`src/rtl/abb_pkg.sv`:
```
// shared types and constants for the active pixel bounding box
// no dependencies
`default_nettype none

package abb_pkg;

   localparam int PIXEL_W  = 8;
   localparam int FRAME_W  = 11;
   localparam int MARGIN_W = 10;
   localparam int OUT_W    = 11;
   localparam int DATA_W   = 32;
   localparam int ADDR_W   = 5;
   localparam int INDEX_W  = 3;

   localparam logic [FRAME_W-1:0] FRAME_RESET = 11'd1024;

   typedef enum logic [INDEX_W-1:0] {
      REG_FRAME_WIDTH   = 3'd0,
      REG_FRAME_HEIGHT  = 3'd1,
      REG_MARGIN_LEFT   = 3'd2,
      REG_MARGIN_RIGHT  = 3'd3,
      REG_MARGIN_TOP    = 3'd4,
      REG_MARGIN_BOTTOM = 3'd5
   } reg_index_type;

   typedef struct packed {
      logic [FRAME_W-1:0]  frame_width;
      logic [FRAME_W-1:0]  frame_height;
      logic [MARGIN_W-1:0] margin_left_px;
      logic [MARGIN_W-1:0] margin_right_px;
      logic [MARGIN_W-1:0] margin_top_px;
      logic [MARGIN_W-1:0] margin_bottom_px;
   } cfg_type;

endpackage

`default_nettype wire

```
`src/rtl/abb_if.sv`:
```
// valid/ready channel interfaces for pixels in and boxes out
// depends on abb_pkg
`default_nettype none

interface abb_req_if;
   import abb_pkg::*;
   logic               valid;
   logic               ready;
   logic [PIXEL_W-1:0] pixel_value;
   modport source (output valid, output pixel_value, input ready);
   modport sink (input valid, input pixel_value, output ready);
endinterface

interface abb_rsp_if;
   import abb_pkg::*;
   logic                    valid;
   logic                    ready;
   logic [OUT_W-1:0]        box_left;
   logic [OUT_W-1:0]        box_top;
   logic signed [OUT_W-1:0] box_width;
   logic signed [OUT_W-1:0] box_height;
   modport source (output valid, output box_left, output box_top, output box_width,
                   output box_height, input ready);
   modport sink (input valid, input box_left, input box_top, input box_width,
                 input box_height, output ready);
endinterface

`default_nettype wire

```
`src/rtl/abb_csr.sv`:
```
// apb-style configuration registers for frame size and window margins
// depends on abb_pkg
`default_nettype none

module abb_csr (
   input  wire logic                      clock,
   input  wire logic                      reset,
   input  wire logic                      psel,
   input  wire logic                      penable,
   input  wire logic                      pwrite,
   input  wire logic [abb_pkg::ADDR_W-1:0] paddr,
   input  wire logic [abb_pkg::DATA_W-1:0] pwdata,
   output logic      [abb_pkg::DATA_W-1:0] prdata,
   output logic                           pready,
   output abb_pkg::cfg_type               cfg
);
   import abb_pkg::*;

   cfg_type       cfg_ff;
   cfg_type       cfg_in;
   reg_index_type index;
   logic          wr_en;

   assign index  = reg_index_type'(paddr[ADDR_W-1:2]);
   assign wr_en  = psel && penable && pwrite;
   assign pready = 1'b1;
   assign cfg    = cfg_ff;

   always_comb begin
      cfg_in = cfg_ff;
      if (wr_en) begin
         case (index)
            REG_FRAME_WIDTH:   cfg_in.frame_width      = pwdata[FRAME_W-1:0];
            REG_FRAME_HEIGHT:  cfg_in.frame_height     = pwdata[FRAME_W-1:0];
            REG_MARGIN_LEFT:   cfg_in.margin_left_px   = pwdata[MARGIN_W-1:0];
            REG_MARGIN_RIGHT:  cfg_in.margin_right_px  = pwdata[MARGIN_W-1:0];
            REG_MARGIN_TOP:    cfg_in.margin_top_px    = pwdata[MARGIN_W-1:0];
            REG_MARGIN_BOTTOM: cfg_in.margin_bottom_px = pwdata[MARGIN_W-1:0];
            default: ;
         endcase
      end
   end

   always_comb begin
      case (index)
         REG_FRAME_WIDTH:   prdata = DATA_W'(cfg_ff.frame_width);
         REG_FRAME_HEIGHT:  prdata = DATA_W'(cfg_ff.frame_height);
         REG_MARGIN_LEFT:   prdata = DATA_W'(cfg_ff.margin_left_px);
         REG_MARGIN_RIGHT:  prdata = DATA_W'(cfg_ff.margin_right_px);
         REG_MARGIN_TOP:    prdata = DATA_W'(cfg_ff.margin_top_px);
         REG_MARGIN_BOTTOM: prdata = DATA_W'(cfg_ff.margin_bottom_px);
         default:           prdata = '0;
      endcase
   end

   always_ff @(posedge clock) begin
      if (reset) begin
         cfg_ff.frame_width      <= FRAME_RESET;
         cfg_ff.frame_height     <= FRAME_RESET;
         cfg_ff.margin_left_px   <= '0;
         cfg_ff.margin_right_px  <= '0;
         cfg_ff.margin_top_px    <= '0;
         cfg_ff.margin_bottom_px <= '0;
      end else begin
         cfg_ff <= cfg_in;
      end
   end

endmodule

`default_nettype wire

```
`src/rtl/active_pixel_bounding_box.sv`:
```
// bounding box of set pixels: one pixel per clock, one box per frame
// path: an accepted pixel is held in the input register until it is consumed; the box of a
// frame is registered in the result register when the frame's last pixel is consumed
// throughput: one pixel per cycle; the input stalls only while a frame's last pixel waits
// for an earlier box that has not been taken
// reset: synchronous; clears raster position, running extremes, both stages and the
// registers (frame sizes to 1024, margins to 0)
`default_nettype none

module active_pixel_bounding_box #(
   parameter int MAX_DIM = 1024
) (
   input  wire logic                      clock,
   input  wire logic                      reset,
   abb_req_if.sink                        req,
   abb_rsp_if.source                      rsp,
   input  wire logic                      psel,
   input  wire logic                      penable,
   input  wire logic                      pwrite,
   input  wire logic [abb_pkg::ADDR_W-1:0] paddr,
   input  wire logic [abb_pkg::DATA_W-1:0] pwdata,
   output logic      [abb_pkg::DATA_W-1:0] prdata,
   output logic                           pready
);
   import abb_pkg::*;

   localparam int POS_W = $clog2(MAX_DIM);
   localparam int EXT_W = $clog2(MAX_DIM + 1);
   localparam int CW    = ((EXT_W > FRAME_W) ? EXT_W : FRAME_W) + 2;

   typedef logic signed [CW-1:0] calc_type;

   function automatic calc_type smin(input calc_type a, input calc_type b);
      return (a < b) ? a : b;
   endfunction

   function automatic calc_type smax(input calc_type a, input calc_type b);
      return (a > b) ? a : b;
   endfunction

   cfg_type cfg;

   logic [PIXEL_W-1:0] pix_ff;
   logic [PIXEL_W-1:0] pix_in;
   logic               pix_vld_ff;
   logic               pix_vld_in;
   logic               req_take;
   logic               consume;

   logic [POS_W-1:0] x_ff, x_in, y_ff, y_in;
   logic [EXT_W-1:0] top_min_ff, top_min_in, left_min_ff, left_min_in;
   logic [POS_W-1:0] bot_max_ff, bot_max_in, right_max_ff, right_max_in;

   logic                    rsp_vld_ff, rsp_vld_in;
   logic [OUT_W-1:0]        left_ff, left_in, top_ff, top_in;
   logic signed [OUT_W-1:0] width_ff, width_in, height_ff, height_in;

   logic [CW-1:0] w_u, h_u;
   calc_type w_s, h_s, ml_s, mr_s, mt_s, mb_s, xl_s, yl_s, x_s, y_s;
   calc_type top_s, bot_s, left_s, right_s;
   calc_type top_new, bot_new, left_new, right_new;
   calc_type top_r, bot_r, left_r, right_r, width_r, height_r;
   logic     set, in_cols, upd_top, upd_bot, upd_left, upd_right;
   logic     last_col, last_row, frame_end;

   abb_csr u_csr (
      .clock   (clock),
      .reset   (reset),
      .psel    (psel),
      .penable (penable),
      .pwrite  (pwrite),
      .paddr   (paddr),
      .pwdata  (pwdata),
      .prdata  (prdata),
      .pready  (pready),
      .cfg     (cfg)
   );

   // frame size saturated into [1, MAX_DIM]
   assign w_u = CW'(cfg.frame_width);
   assign h_u = CW'(cfg.frame_height);

   always_comb begin
      if (w_u == '0) begin
         w_s = calc_type'(1);
      end else if (w_u > CW'(MAX_DIM)) begin
         w_s = calc_type'(MAX_DIM);
      end else begin
         w_s = signed'(w_u);
      end
      if (h_u == '0) begin
         h_s = calc_type'(1);
      end else if (h_u > CW'(MAX_DIM)) begin
         h_s = calc_type'(MAX_DIM);
      end else begin
         h_s = signed'(h_u);
      end
   end

   assign ml_s = signed'(CW'(cfg.margin_left_px));
   assign mr_s = signed'(CW'(cfg.margin_right_px));
   assign mt_s = signed'(CW'(cfg.margin_top_px));
   assign mb_s = signed'(CW'(cfg.margin_bottom_px));
   assign xl_s = w_s - ml_s - mr_s;
   assign yl_s = h_s - mt_s - mb_s;

   assign x_s     = signed'(CW'(x_ff));
   assign y_s     = signed'(CW'(y_ff));
   assign top_s   = signed'(CW'(top_min_ff));
   assign bot_s   = signed'(CW'(bot_max_ff));
   assign left_s  = signed'(CW'(left_min_ff));
   assign right_s = signed'(CW'(right_max_ff));

   assign set       = (pix_ff != '0);
   assign in_cols   = (x_s >= ml_s) && (x_s < xl_s);
   assign upd_top   = set && in_cols && (y_s >= mt_s) && (y_s < yl_s) && (y_s < top_s);
   assign upd_bot   = set && in_cols && (y_s > mt_s) && (y_s < yl_s) && (y_s > bot_s);
   assign upd_left  = set && in_cols && (x_s < left_s);
   assign upd_right = set && (x_s > ml_s) && (x_s < xl_s) && (x_s > right_s);

   assign top_new   = upd_top ? y_s : top_s;
   assign bot_new   = upd_bot ? y_s : bot_s;
   assign left_new  = upd_left ? x_s : left_s;
   assign right_new = upd_right ? x_s : right_s;

   assign last_col  = (x_s + calc_type'(1)) >= w_s;
   assign last_row  = (y_s + calc_type'(1)) >= h_s;
   assign frame_end = last_col && last_row;

   always_comb begin
      if (xl_s > ml_s) begin
         top_r = smin(h_s, smin(top_new, smax(mt_s, yl_s)));
         bot_r = smax('0, smax(bot_new, smin(mt_s, yl_s - calc_type'(1))));
      end else begin
         top_r = h_s;
         bot_r = '0;
      end
      left_r   = smin(w_s, smin(left_new, smax(ml_s, xl_s)));
      right_r  = smax('0, smax(right_new, smin(ml_s, xl_s - calc_type'(1))));
      width_r  = right_r - left_r;
      height_r = bot_r - top_r;
   end

   // handshake between input register and result register
   assign consume    = pix_vld_ff && (!frame_end || !rsp_vld_ff || rsp.ready);
   assign req.ready  = !pix_vld_ff || consume;
   assign req_take   = req.valid && req.ready;
   assign pix_vld_in = req_take || (pix_vld_ff && !consume);
   assign pix_in     = req_take ? req.pixel_value : pix_ff;

   always_comb begin
      x_in         = x_ff;
      y_in         = y_ff;
      top_min_in   = top_min_ff;
      bot_max_in   = bot_max_ff;
      left_min_in  = left_min_ff;
      right_max_in = right_max_ff;
      if (consume) begin
         if (frame_end) begin
            x_in         = '0;
            y_in         = '0;
            top_min_in   = EXT_W'(MAX_DIM);
            bot_max_in   = '0;
            left_min_in  = EXT_W'(MAX_DIM);
            right_max_in = '0;
         end else begin
            top_min_in   = EXT_W'(top_new);
            bot_max_in   = POS_W'(bot_new);
            left_min_in  = EXT_W'(left_new);
            right_max_in = POS_W'(right_new);
            if (last_col) begin
               x_in = '0;
               y_in = POS_W'(y_s + calc_type'(1));
            end else begin
               x_in = POS_W'(x_s + calc_type'(1));
            end
         end
      end
   end

   assign rsp_vld_in = (consume && frame_end) || (rsp_vld_ff && !rsp.ready);
   assign left_in    = (consume && frame_end) ? left_r[OUT_W-1:0] : left_ff;
   assign top_in     = (consume && frame_end) ? top_r[OUT_W-1:0] : top_ff;
   assign width_in   = (consume && frame_end) ? signed'(width_r[OUT_W-1:0]) : width_ff;
   assign height_in  = (consume && frame_end) ? signed'(height_r[OUT_W-1:0]) : height_ff;

   always_ff @(posedge clock) begin
      if (reset) begin
         pix_vld_ff   <= 1'b0;
         rsp_vld_ff   <= 1'b0;
         x_ff         <= '0;
         y_ff         <= '0;
         top_min_ff   <= EXT_W'(MAX_DIM);
         bot_max_ff   <= '0;
         left_min_ff  <= EXT_W'(MAX_DIM);
         right_max_ff <= '0;
      end else begin
         pix_vld_ff   <= pix_vld_in;
         rsp_vld_ff   <= rsp_vld_in;
         x_ff         <= x_in;
         y_ff         <= y_in;
         top_min_ff   <= top_min_in;
         bot_max_ff   <= bot_max_in;
         left_min_ff  <= left_min_in;
         right_max_ff <= right_max_in;
      end
   end

   always_ff @(posedge clock) begin
      pix_ff    <= pix_in;
      left_ff   <= left_in;
      top_ff    <= top_in;
      width_ff  <= width_in;
      height_ff <= height_in;
   end

   assign rsp.valid      = rsp_vld_ff;
   assign rsp.box_left   = left_ff;
   assign rsp.box_top    = top_ff;
   assign rsp.box_width  = width_ff;
   assign rsp.box_height = height_ff;

endmodule

`default_nettype wire

```
`src/flat_wrapper.sv`:
```
// flat-port wrapper written by rule: the top's interface ports become plain ports
module active_pixel_bounding_box_flat import abb_pkg::*;
#(
   parameter int MAX_DIM = 1024
)
  (clock, reset, psel, penable, pwrite, paddr, pwdata, prdata, pready, req_valid, req_pixel_value, req_ready, rsp_valid, rsp_box_left, rsp_box_top, rsp_box_width, rsp_box_height, rsp_ready);
  abb_req_if req_i ();
  abb_rsp_if rsp_i ();
  input  wire logic clock;
  input  wire logic reset;
  input  wire logic psel;
  input  wire logic penable;
  input  wire logic pwrite;
  input  wire logic [abb_pkg::ADDR_W-1:0] paddr;
  input  wire logic [abb_pkg::DATA_W-1:0] pwdata;
  output logic      [abb_pkg::DATA_W-1:0] prdata;
  output logic pready;
  input wire logic [$bits(req_i.valid)-1:0] req_valid;
  input wire logic [$bits(req_i.pixel_value)-1:0] req_pixel_value;
  output wire logic [$bits(req_i.ready)-1:0] req_ready;
  output wire logic [$bits(rsp_i.valid)-1:0] rsp_valid;
  output wire logic [$bits(rsp_i.box_left)-1:0] rsp_box_left;
  output wire logic [$bits(rsp_i.box_top)-1:0] rsp_box_top;
  output wire logic [$bits(rsp_i.box_width)-1:0] rsp_box_width;
  output wire logic [$bits(rsp_i.box_height)-1:0] rsp_box_height;
  input wire logic [$bits(rsp_i.ready)-1:0] rsp_ready;
  assign req_i.valid = req_valid;
  assign req_i.pixel_value = req_pixel_value;
  assign req_ready = req_i.ready;
  assign rsp_valid = rsp_i.valid;
  assign rsp_box_left = rsp_i.box_left;
  assign rsp_box_top = rsp_i.box_top;
  assign rsp_box_width = rsp_i.box_width;
  assign rsp_box_height = rsp_i.box_height;
  assign rsp_i.ready = rsp_ready;
  active_pixel_bounding_box #(.MAX_DIM(MAX_DIM)) u_core (.clock(clock), .reset(reset), .req(req_i), .rsp(rsp_i), .psel(psel), .penable(penable), .pwrite(pwrite), .paddr(paddr), .pwdata(pwdata), .prdata(prdata), .pready(pready));
endmodule
```
`config.mk`:
```
export PLATFORM = sky130hd
export DESIGN_NAME = active_pixel_bounding_box_flat
export DESIGN_NICKNAME = d
export VERILOG_FILES = /design/src/rtl/abb_pkg.sv /design/src/rtl/abb_if.sv /design/src/rtl/abb_csr.sv /design/src/rtl/active_pixel_bounding_box.sv /design/src/flat_wrapper.sv
export SDC_FILE = /design/constraint.sdc
export NUM_CORES = 1
export LEC_CHECK = 0
export ABC_AREA = 1
export BUFFER_PORTS_ARGS = -buffer_cell sky130_fd_sc_hd__buf_4
export CAP_MARGIN = 20
export CORE_MARGIN = 3
export CORE_UTILIZATION = 50
export DETAILED_ROUTE_END_ITERATION = 8
export GPL_TIMING_DRIVEN = 0
export PLACE_DENSITY = 0.72
export SLEW_MARGIN = 10
export SYNTH_ARGS = -nofsm -noshare
export SYNTH_HDL_FRONTEND = slang
export SYNTH_SLANG_ARGS = --single-unit
export TNS_END_PERCENT = 10
```
`constraint.sdc`:
```
create_clock -name clock -period 10.06 [get_ports clock]
set_clock_uncertainty 0.05 [all_clocks]
set_input_delay 1.509 -clock clock [delete_from_list [all_inputs] [get_ports clock]]
set_output_delay 1.509 -clock clock [all_outputs]
set_load 0.1 [all_outputs]
```
# [Word-level counts from Yosys, hierarchy flattened]
# Index checks and enable logic that the tools add are counted.
[totals] regBits=178 inputBits=52 output_inout_bits=79 word_cells=134
[classes] n_addsub=10 magnitude_cmp=27 n_eq_ne=5 muxes=31 n_reduce_logical=42
[ops] op="11-bit two-way mux" n=14
[ops] op="13-bit two-way mux" n=8
[ops] op="10-bit two-way mux" n=8
[ops] op="11-bit one-hot mux with 6 select lines" n=1
[ops] op="11-bit by 13-bit less-than comparator with 1-bit output" n=4
[ops] op="10-bit > comparator" n=4
[ops] op="1-bit by 13-bit > comparator with 1-bit output, first input constant" n=2
[ops] op="11-bit by 13-bit > comparator with 1-bit output" n=2
[ops] op="13-bit > comparator" n=2
[ops] op="13-bit zero test" n=2
[ops] op="12-bit by 13-bit less-than comparator with 1-bit output" n=2
[ops] op="13-bit less-than comparator" n=2
[ops] op="13-bit by 11-bit subtractor with 13-bit output" n=2
[ops] op="13-bit by 2-bit subtractor with 13-bit output, second input constant" n=2
[ops] op="11-bit by 10-bit subtractor with 12-bit output" n=2
[ops] op="10-bit by 1-bit adder with 11-bit output, second input constant" n=2
[ops] op="11-bit >= comparator" n=2
[ops] op="11-bit > comparator, second input constant" n=2
[ops] op="10-bit by 11-bit less-than comparator with 1-bit output" n=2
[ops] op="11-bit subtractor" n=2
[ops] op="10-bit >= comparator" n=2
[ops] op="1-bit logical AND" n=20
[ops] op="2-bit AND reduction" n=7
[ops] op="13-bit by 11-bit > comparator with 1-bit output" n=1
[ops] op="other kinds (8)" n=18

# [Depth between registers and ports, before layout]
# Gate-level depths: netlist of the first run.
[depth] ltp_word=18 mapped_depth=76 depth_no_buf=72

# [By module]
# A second synthesis of the first run with hierarchy kept.
[hier_totals] hier_cells=2454 area_unflattened_um2=17078.9
[modules_own_cells] module="active_pixel_bounding_box" instances=1 cells_each=1938 area_each_um2=13728.2 seq_area_each_um2=2842.7
[modules_own_cells] module="abb_csr" instances=1 cells_each=516 area_each_um2=3350.7 seq_area_each_um2=1241.2

# [Least setup slack after synthesis of the first run]
# Ideal clock, no wire load.
[synth_path] kind="flip-flop to flip-flop" from="register u_core.u_csr.cfg_ff (netlist bit u_core.u_csr.cfg[54])" to="register u_core.height_ff[10] (netlist: u_core.rsp.box_height[10]) (data pin)" setup_time_ns=0.253 t_arrival_ns=9.169 required_time_ns=9.757 setup_slack_ns=0.588 stages_incl_launch_ff=69 n_path_buf=4 synth_period_minus_slack_ns=9.472 path_cell_list="dfxtp_1 nor2_1 nand3_1 nor2_1 a21o_1 nand2_1 ha_1 inv_1 fa_1 a21o_1 nand2_1 nand2_4 nand2_2 nand2_4 xor2_1 ha_1 nand2_1 nor3_1 [... 33 more ...] nand2_4 buf_6 nand2_1 o21ai_1 ha_1 inv_1 fa_1 a21oi_1 inv_1 a21oi_1 o21bai_1 nand2_1 nand2_1 a21oi_1 xnor2_1 inv_1 nand3_1 nand2_1"
[synth_between] elab_chain_cells=18 elab_cells_between_ends=29 cone_classes="3 x add/sub; 7 x order compare; 10 x mux; 9 x reduce/logical"
[synth_rtl] element="from (decl)" line_no="abb_csr.sv:19" source="cfg_type cfg_ff;"
[synth_rtl] element="from (signal assigned)" line_no="abb_csr.sv:65" source="cfg_ff <= cfg_in;"
[synth_rtl] element="11-bit > comparator" line_no="active_pixel_bounding_box.sv:86" source="end else if (w_u > CW'(MAX_DIM)) begin"
[synth_rtl] element="11-bit two-way mux" line_no="active_pixel_bounding_box.sv:86"
[synth_rtl] element="11-bit two-way mux (*)" line_no="active_pixel_bounding_box.sv:84" source="if (w_u == '0) begin"
[synth_rtl] element="11-bit by 10-bit subtractor with 12-bit output (*)" line_no="active_pixel_bounding_box.sv:104" source="assign xl_s = w_s - ml_s - mr_s;"
[synth_rtl] element="13-bit by 11-bit subtractor with 13-bit output (*)" line_no="active_pixel_bounding_box.sv:104"
[synth_rtl] element="11-bit by 13-bit less-than comparator with 1-bit output" line_no="active_pixel_bounding_box.sv:115" source="assign in_cols = (x_s >= ml_s) && (x_s < xl_s);"
[synth_rtl] element="1-bit logical AND" line_no="active_pixel_bounding_box.sv:115"
[synth_rtl] element="1-bit logical AND (4 in series)" line_no="active_pixel_bounding_box.sv:116" source="assign upd_top = set && in_cols && (y_s >= mt_s) && (y_s < yl_s) && (y_s < top_s);"
[synth_rtl] element="11-bit two-way mux" line_no="active_pixel_bounding_box.sv:121" source="assign top_new = upd_top ? y_s : top_s;"
[synth_rtl] element="13-bit less-than comparator" line_no="active_pixel_bounding_box.sv:34" source="return (a < b) ? a : b;"
[synth_rtl] element="13-bit two-way mux" line_no="active_pixel_bounding_box.sv:34"
[synth_rtl] element="12-bit by 13-bit less-than comparator with 1-bit output" line_no="active_pixel_bounding_box.sv:34"
[synth_rtl] element="11-bit two-way mux" line_no="active_pixel_bounding_box.sv:34"
[synth_rtl] element="11-bit two-way mux (*)" line_no="active_pixel_bounding_box.sv:131" source="if (xl_s > ml_s) begin"
[synth_rtl] element="via u_core.top_r[0]" line_no="active_pixel_bounding_box.sv:62" source="calc_type top_r, bot_r, left_r, right_r, width_r, height_r;"
[synth_rtl] element="11-bit subtractor (*)" line_no="active_pixel_bounding_box.sv:141" source="height_r = bot_r - top_r;"
[synth_rtl] element="via u_core.height_r[10]" line_no="active_pixel_bounding_box.sv:62"
[synth_rtl] element="to (signal assigned)" line_no="active_pixel_bounding_box.sv:214" source="height_ff <= height_in;"
[synth_rtl] element="to (decl)" line_no="active_pixel_bounding_box.sv:56" source="logic signed [OUT_W-1:0] width_ff, width_in, height_ff, height_in;"
# The timed path passes the listed nets; every way through them passes the cells marked *.
# A chain may end at the register's enable or synchronous reset.

# [Worst setup path in the final report of the first run]
[layout_path] from="register u_core.u_csr.cfg_ff (netlist bit u_core.u_csr.cfg[40])" to="register u_core.height_ff[9] (netlist: u_core.rsp.box_height[9]) (data pin)"
[layout_between] elab_chain_cells=15 elab_cells_between_ends=29 cone_classes="4 x add/sub; 8 x order compare; 12 x mux; 5 x reduce/logical"
[layout_rtl] element="11-bit > comparator" line_no="active_pixel_bounding_box.sv:93" source="end else if (h_u > CW'(MAX_DIM)) begin"
[layout_rtl] element="11-bit two-way mux" line_no="active_pixel_bounding_box.sv:93"
[layout_rtl] element="11-bit two-way mux (*)" line_no="active_pixel_bounding_box.sv:91" source="if (h_u == '0) begin"
[layout_rtl] element="branches (longest 11 deep; another with 13-bit by 11-bit subtractor with 13-bit output)"
[layout_rtl] element="11-bit subtractor (*)" line_no="active_pixel_bounding_box.sv:141"
[layout_rtl] element="via u_core.height_r[9]" line_no="active_pixel_bounding_box.sv:62"
# Mark *: on every way through the listed nets, which the timed path passes.

==> run_results.csv, run 1 <==
group,metric,value,unit
global_route,grt_pass1_vias,15600,
drt,antenna_left,0,
cts,cts_hold_buf,0,
cts,clkTransAtPathRegs,0.08,ns
drt,wl_per_cell,18.6,um
die,die_area,35400,um2
global_route,grt_use_total,29.6,%
cells_and_area,multi_input_area,11900,um2
cells_and_area,drive_gt1_share,20.8,%
critical_path,reg2reg_from,"u_core.u_csr.cfg[40]",
critical_path,required,10.23,ns
critical_path,rrSetupSlack,0.28,ns
global_route,grt_overflow,0,
drt,drc_errors,0,
min_path,hold_class,"reg2reg",
synthesis,ys_ff_latch,178,
drt,drt_iter0_drc,1705,
cells_and_area,nets,2851,
cells_and_area,area_growth,22.6,%
sta,max_freq,102,MHz
cts,clock-sinks,178,
critical_path,reg2reg_depth,68,
die,start_util,50.9,%
sta,final_max_slew_viol_count,0,
drt,vias_per_cell,5.72,
drt,routed_wl,55500,um
global_route,grt_max_degree,25,
cells_and_area,antenna_cells,0,
critical_path,endpoint,"u_core.rsp.box_height[9]",
synthesis,synth_seq_area_share,24.6,%
power_and_ir_drop,ir_drop,245,uV
sta,setup_viol,0,
outcome,status,"complete, no violations",
critical_path,crit_path_top_delay_cell,"dfxtp_1",
cts,cts_tree,"done",
cts,cts.path.max_buffers,2,
cts,clk_latency,0.46,ns
sta,tightest_slew,0.706,ns
sta,slew_headroom,52.9,%
drt,vias,17100,
cts,cts-buffers-inserted,17,
cells_and_area,regArea,4120,um2
critical_path,crit_top_cell,"nand2_2",
critical_path,cp.arrival,9.95,ns
synthesis,syn-cell-area,16600,um2
min_path,hold_depth,2,
global_route,antenna_found_initial,0,
global_route,grt_pass1_wl,83300,um
critical_path,cp-startpoint,"u_core.u_csr.cfg[40]",
die,die_h,188,um
cts,cts_root_buf,"clkbuf_16",
power_and_ir_drop,total_leakage_power,9.46,nW
sta,finalHoldViolCount,0,
synthesis,synth_area_per_cell,7.16,um2
critical_path,r2r-end,"u_core.rsp.box_height[9]",
sta,timing.final.ws_setup,0.282,ns
synthesis,ys_types,58,
placement,dp_hpwl,41900,um
die,coreArea,32600,um2
sta,period_share,97.2,%
placement,port-buffer-count,84,
placement,gp_congestion,0.997,
synthesis,synth_area_leaders,"ha_1 20%, dfxtp_1 15%, nand2_1 10%",
critical_path,crit_path_end_kind,"register",
synthesis,async_flop_share,0,%
die,num_rows,66,
critical_path,start_kind,"register",
cts,htree_num_levels,4,
sta,period_needed,9.78,ns
critical_path,cp_max_fo,10,
sta,rsz0062_at_grt,"true",
synthesis,yosys.cell_count.top_type,"nand2_1",
synthesis,synth_top_area_share,19.6,%
die,die_width,188,um
synthesis,syn_inst,2320,
power_and_ir_drop,powerDensity,295,nW/um2
synthesis,ys_warn_count,0,
synthesis,synth-edff-count,52,
synthesis,yosysTopAreaCell,"ha_1",
synthesis,ys.flop_type,"dfxtp_1",
die,io_pins,131,
critical_path,crit_type,"reg2reg",
critical_path,critical-path-max-stage-delay,0.40,ns
cells_and_area,fill_cells,2927,
min_path,min_from,"u_core.bot_max_ff[7]",
job,drv_cap,0,
sta,fin_setup_tns,0,ns
drt,drtPass1Iterations,5,
placement,dp_worst_setup_slack,-1.67,ns
synthesis,synth_common_cells,"457 x nand2_1, 310 x inv_1, 260 x ha_1",
[state kept, by name, summed over array words and instances (netlist names)]
signal,cells
u_core.rsp.box_width,11
u_core.u_csr.cfg,62
u_core.bot_max_ff,10
u_core.pix_ff,8
u_core.rsp.valid,1
u_core.left_min_ff,11
u_core.rsp.box_left,11
u_core.pix_vld_ff,1
u_core.x_ff,10
u_core.rsp.box_height,11
u_core.right_max_ff,10
u_core.y_ff,10
u_core.top_min_ff,11
u_core.rsp.box_top,11
[critical path, delay by kind of cell (launching register included)]
kind,cells,cell delay [ns]
AND/OR/NAND/NOR,27,2.81
buffers and inverters,13,1.19
XOR/XNOR,3,0.63
flip-flops,1,0.40
AO/OA/AOI/OAI,18,2.42
adder cells (fa/ha/maj),7,2.03
[power by group]
group | switching [mW] | internal [mW]
registers | 0.0193 | 0.935
logic | 2.58 | 1.80
clock network | 0.322 | 0.356
[what timing repair did]
action                                  4_1_cts  5_1_grt
endpoints found under the setup margin       20       15
pin swaps                                    18       75
buffers inserted                             31       55
gates resized for setup                      85      243
cloned                                        0        5
[final cells by class]
class	instances	share of cell area [%]
Inverter	336	6.32
Buffer	81	2.46
Clock buffer	21	2.42
Timing Repair Buffer	175	6.77
Clock inverter	11	0.443
Sequential cell	178	20.2
Multi-Input combinational cell	1744	58.6
Tap cell	442	2.72
[routing by layer]
layer  vias up  part of all wire, %  GRT usage, %
li1       8206                    -             -
met1      7878                   43          41.8
met2       859                   44          46.7
met3       142                  9.0          3.74
met4         0                  3.6          10.3
met5         -                    0             0
[worst min path at each step]
| stage | endpoint | slack [ns] |
|---|---|---|
| 2_1_floorplan | u_core.bot_max_ff[6] | 0.40 |
| 3_3_place_gp | u_core.top_min_ff[7] | 0.40 |
| 3_5_place_dp | u_core.top_min_ff[1] | 0.41 |
| 4_1_cts | u_core.top_min_ff[1] | 0.42 |
| 5_1_grt | u_core.top_min_ff[7] | 0.45 |
| 6_report | u_core.bot_max_ff[7] | 0.42 |
[layout by cell type, fill, tap and decap left out, drive strengths merged, types with 6 or more instances in the layout]
| master | count |
|---|---|
| o21ai | 235 |
| xor2 | 68 |
| buf | 212 |
| a211oi | 20 |
| nor4 | 11 |
| conb | 24 |
| a22oi | 10 |
| ha | 260 |
| nand2 | 477 |
| a221oi | 8 |
| o22ai | 11 |
| edfxtp | 52 |
| nand3 | 82 |
| o211ai | 14 |
| nor3 | 21 |
| inv | 339 |
| xnor2 | 17 |
| a21o | 7 |
| nand4 | 31 |
| nor2 | 139 |
| o21a | 8 |
| o21bai | 11 |
| dfxtp | 126 |
| clkinv | 6 |
| a21oi | 252 |
| fa | 6 |
| clkbuf | 65 |
[kinds of logic after synthesis]
family / share of synthesized area [%]
AND/OR/NAND/NOR: 20.1
other: 0.0452
AO/OA/AOI/OAI: 20.1
adder cells (fa/ha/maj): 20.3
buffers and inverters: 10.3
flip-flops: 24.6
XOR/XNOR: 4.53
[per-stage QoR]
stage               total power [mW]  util (%)  std cells  instance area, um2  hold WS [ns]
floorplan                       3.53         -       2342               16700         0.395
global placement                4.16      54.8       2868               17900         0.404
detailed placement              4.26      54.9       2869               17900         0.409
CTS                             5.21      58.3       2928               19000         0.420
global route                    6.48      62.4       2988               20400         0.453
finish                          6.01      62.4       2988               20400         0.420
No activity file was read; power rests on OpenSTA's default activity.
==> run 2: changes to the inputs <==
--- a/config.mk
+++ b/config.mk
@@ -9,10 +9,10 @@
 export BUFFER_PORTS_ARGS = -buffer_cell sky130_fd_sc_hd__buf_4
 export CAP_MARGIN = 20
 export CORE_MARGIN = 3
-export CORE_UTILIZATION = 50
+export CORE_UTILIZATION = 35
 export DETAILED_ROUTE_END_ITERATION = 8
 export GPL_TIMING_DRIVEN = 0
-export PLACE_DENSITY = 0.72
+export PLACE_DENSITY = 0.54
 export SLEW_MARGIN = 10
 export SYNTH_ARGS = -nofsm -noshare
 export SYNTH_HDL_FRONTEND = slang
==> run_results.csv, run 2 (synthesis gave the netlist of run 1 again) <==
group,metric,value,unit
critical_path,reg2reg_depth,59,
critical_path,crit_path_end_kind,"register",
cells_and_area,drive_gt1_share,23.7,%
sta,rsz0062_at_grt,"true",
die,coreArea,46800,um2
global_route,grt_use_total,22.6,%
global_route,grt_max_degree,25,
die,die_width,224,um
placement,dp_hpwl,45500,um
cts,clk_latency,0.47,ns
cells_and_area,final_util,45.6,%
die,die_area,50100,um2
critical_path,crit_path_top_delay_cell,"fa_2",
cells_and_area,antenna_cells,0,
cells_and_area,most-common-layout-cells,"425 x nand2_1, 284 x inv_1, 230 x ha_1",
sta,setup_viol,0,
sta,max_freq,104,MHz
cts,clkTransAtPathRegs,0.07,ns
drt,vias,16900,
cells_and_area,area_growth,28.4,%
sta,timing.final.ws_setup,0.402,ns
critical_path,critical-path-max-stage-delay,0.55,ns
global_route,antenna_found_initial,0,
cells_and_area,final_cell_area,21300,um2
global_route,grt_pass1_vias,15500,
outcome,status,"complete, no violations",
sta,period_needed,9.66,ns
placement,port-buffer-count,84,
drt,drt_iter0_drc,1388,
power_and_ir_drop,ir_drop,259,uV
cts,cts_root_buf,"clkbuf_16",
drt,wl_per_cell,18.7,um
die,num_rows,79,
placement,placed_area,18100,um2
drt,routed_wl,59500,um
die,start_util,35.5,%
drt,drc_errors,0,
cts,clock-sinks,178,
sta,slew_headroom,48.3,%
job,drv_cap,0,
die,io_pins,131,
placement,gp_congestion,0.953,
min_path,hold_depth,2,
critical_path,crit_top_cell,"inv_1",
placement,dp_worst_setup_slack,-2.05,ns
sta,period_share,96.0,%
sta,finalHoldViolCount,0,
critical_path,cp_max_fo,11,
sta,tightest_slew,0.770,ns
drt,vias_per_cell,5.32,
critical_path,crit_type,"reg2reg",
cts,cts-buffers-inserted,17,
global_route,grt_overflow,0,
power_and_ir_drop,finalPower,6.19,mW
drt,antenna_left,0,
cells_and_area,final_common_cell,"nand2_1",
cts,cts_tree,"done",
global_route,grt_pass1_wl,88300,um
cts,htree_num_levels,4,
critical_path,cp.arrival,9.83,ns
power_and_ir_drop,total_leakage_power,9.70,nW
cells_and_area,nets,2876,
die,die_h,224,um
critical_path,start_kind,"register",
power_and_ir_drop,powerDensity,290,nW/um2
cts,cts.path.max_buffers,2,
drt,drtPass1Iterations,5,
cells_and_area,largest_reg_flops,62,
min_path,hold_class,"reg2reg",
sta,final_max_slew_viol_count,0,
critical_path,required,10.23,ns
==> run 2: cell type report <==
type / instances / area [um2]
Sequential cell: 178 / 4140
Buffer: 82 / 546
Clock buffer: 19 / 443
Multi-Input combinational cell: 1743 / 12400
Tap cell: 607 / 759
Timing Repair Buffer: 200 / 1610
Clock inverter: 13 / 125
Inverter: 336 / 1310
Fill cell: 4653 / 25400
==> run 2: where the power goes <==
group          switching (mW)  internal, mW  leakage, nW  total (mW)
registers              0.0195         0.933         1.51       0.953
logic                    2.65          1.91         7.92        4.56
clock network           0.323         0.352        0.272       0.675
total                    2.99          3.20         9.70        6.19
==> run 2: path summary, 6_finish.rpt <==
kind                         from                        to  slack (ns)
min reg2reg  u_core.top_min_ff[6]      u_core.top_min_ff[6]        0.42
max          u_core.u_csr.cfg[61]  u_core.rsp.box_width[10]        0.40
max reg2reg  u_core.u_csr.cfg[61]  u_core.rsp.box_width[10]        0.40
min          u_core.top_min_ff[6]      u_core.top_min_ff[6]        0.42
==> run 2: repair_timing <==
item                       in CTS  in global routing
setup endpoints to repair      42                 14
gates cloned                    0                  8
hold buffers                    0                  0
pin swaps                      23                123
setup buffers                  31                 77
resized for setup             133                315
==> run 2: through the flow <==
stage	instances	TNS, ns	hold WS, ns
2_1_floorplan	2342	0	0.395
3_3_place_gp	3033	-25.26	0.403
3_5_place_dp	3034	-28.33	0.413
4_1_cts	3094	-0.00607	0.424
5_1_grt	3178	-0.358	0.447
6_report	3178	0	0.420
==> run 2: worst max-delay path: cells and delay by family (launching register included) <==
family          cells  cell delay, ns
compound gates     20            3.22
xor+xnor            2            0.35
fa+ha+maj           9            2.82
buf+inv            15            1.58
flops               1            0.36
simple gates       13            1.03
==> run 2: routing by layer <==
layer / vias up / routed length [um] / share of wire (%) / GRT usage, %
met4: 0 / 1380 / 2.3 / 6.46
met3: 76 / 3550 / 6.0 / 2.88
met1: 8014 / 27700 / 47 / 32.2
li1: 8290 / - / - / -
met2: 528 / 26900 / 45 / 36.1
met5: - / 0 / 0 / 0
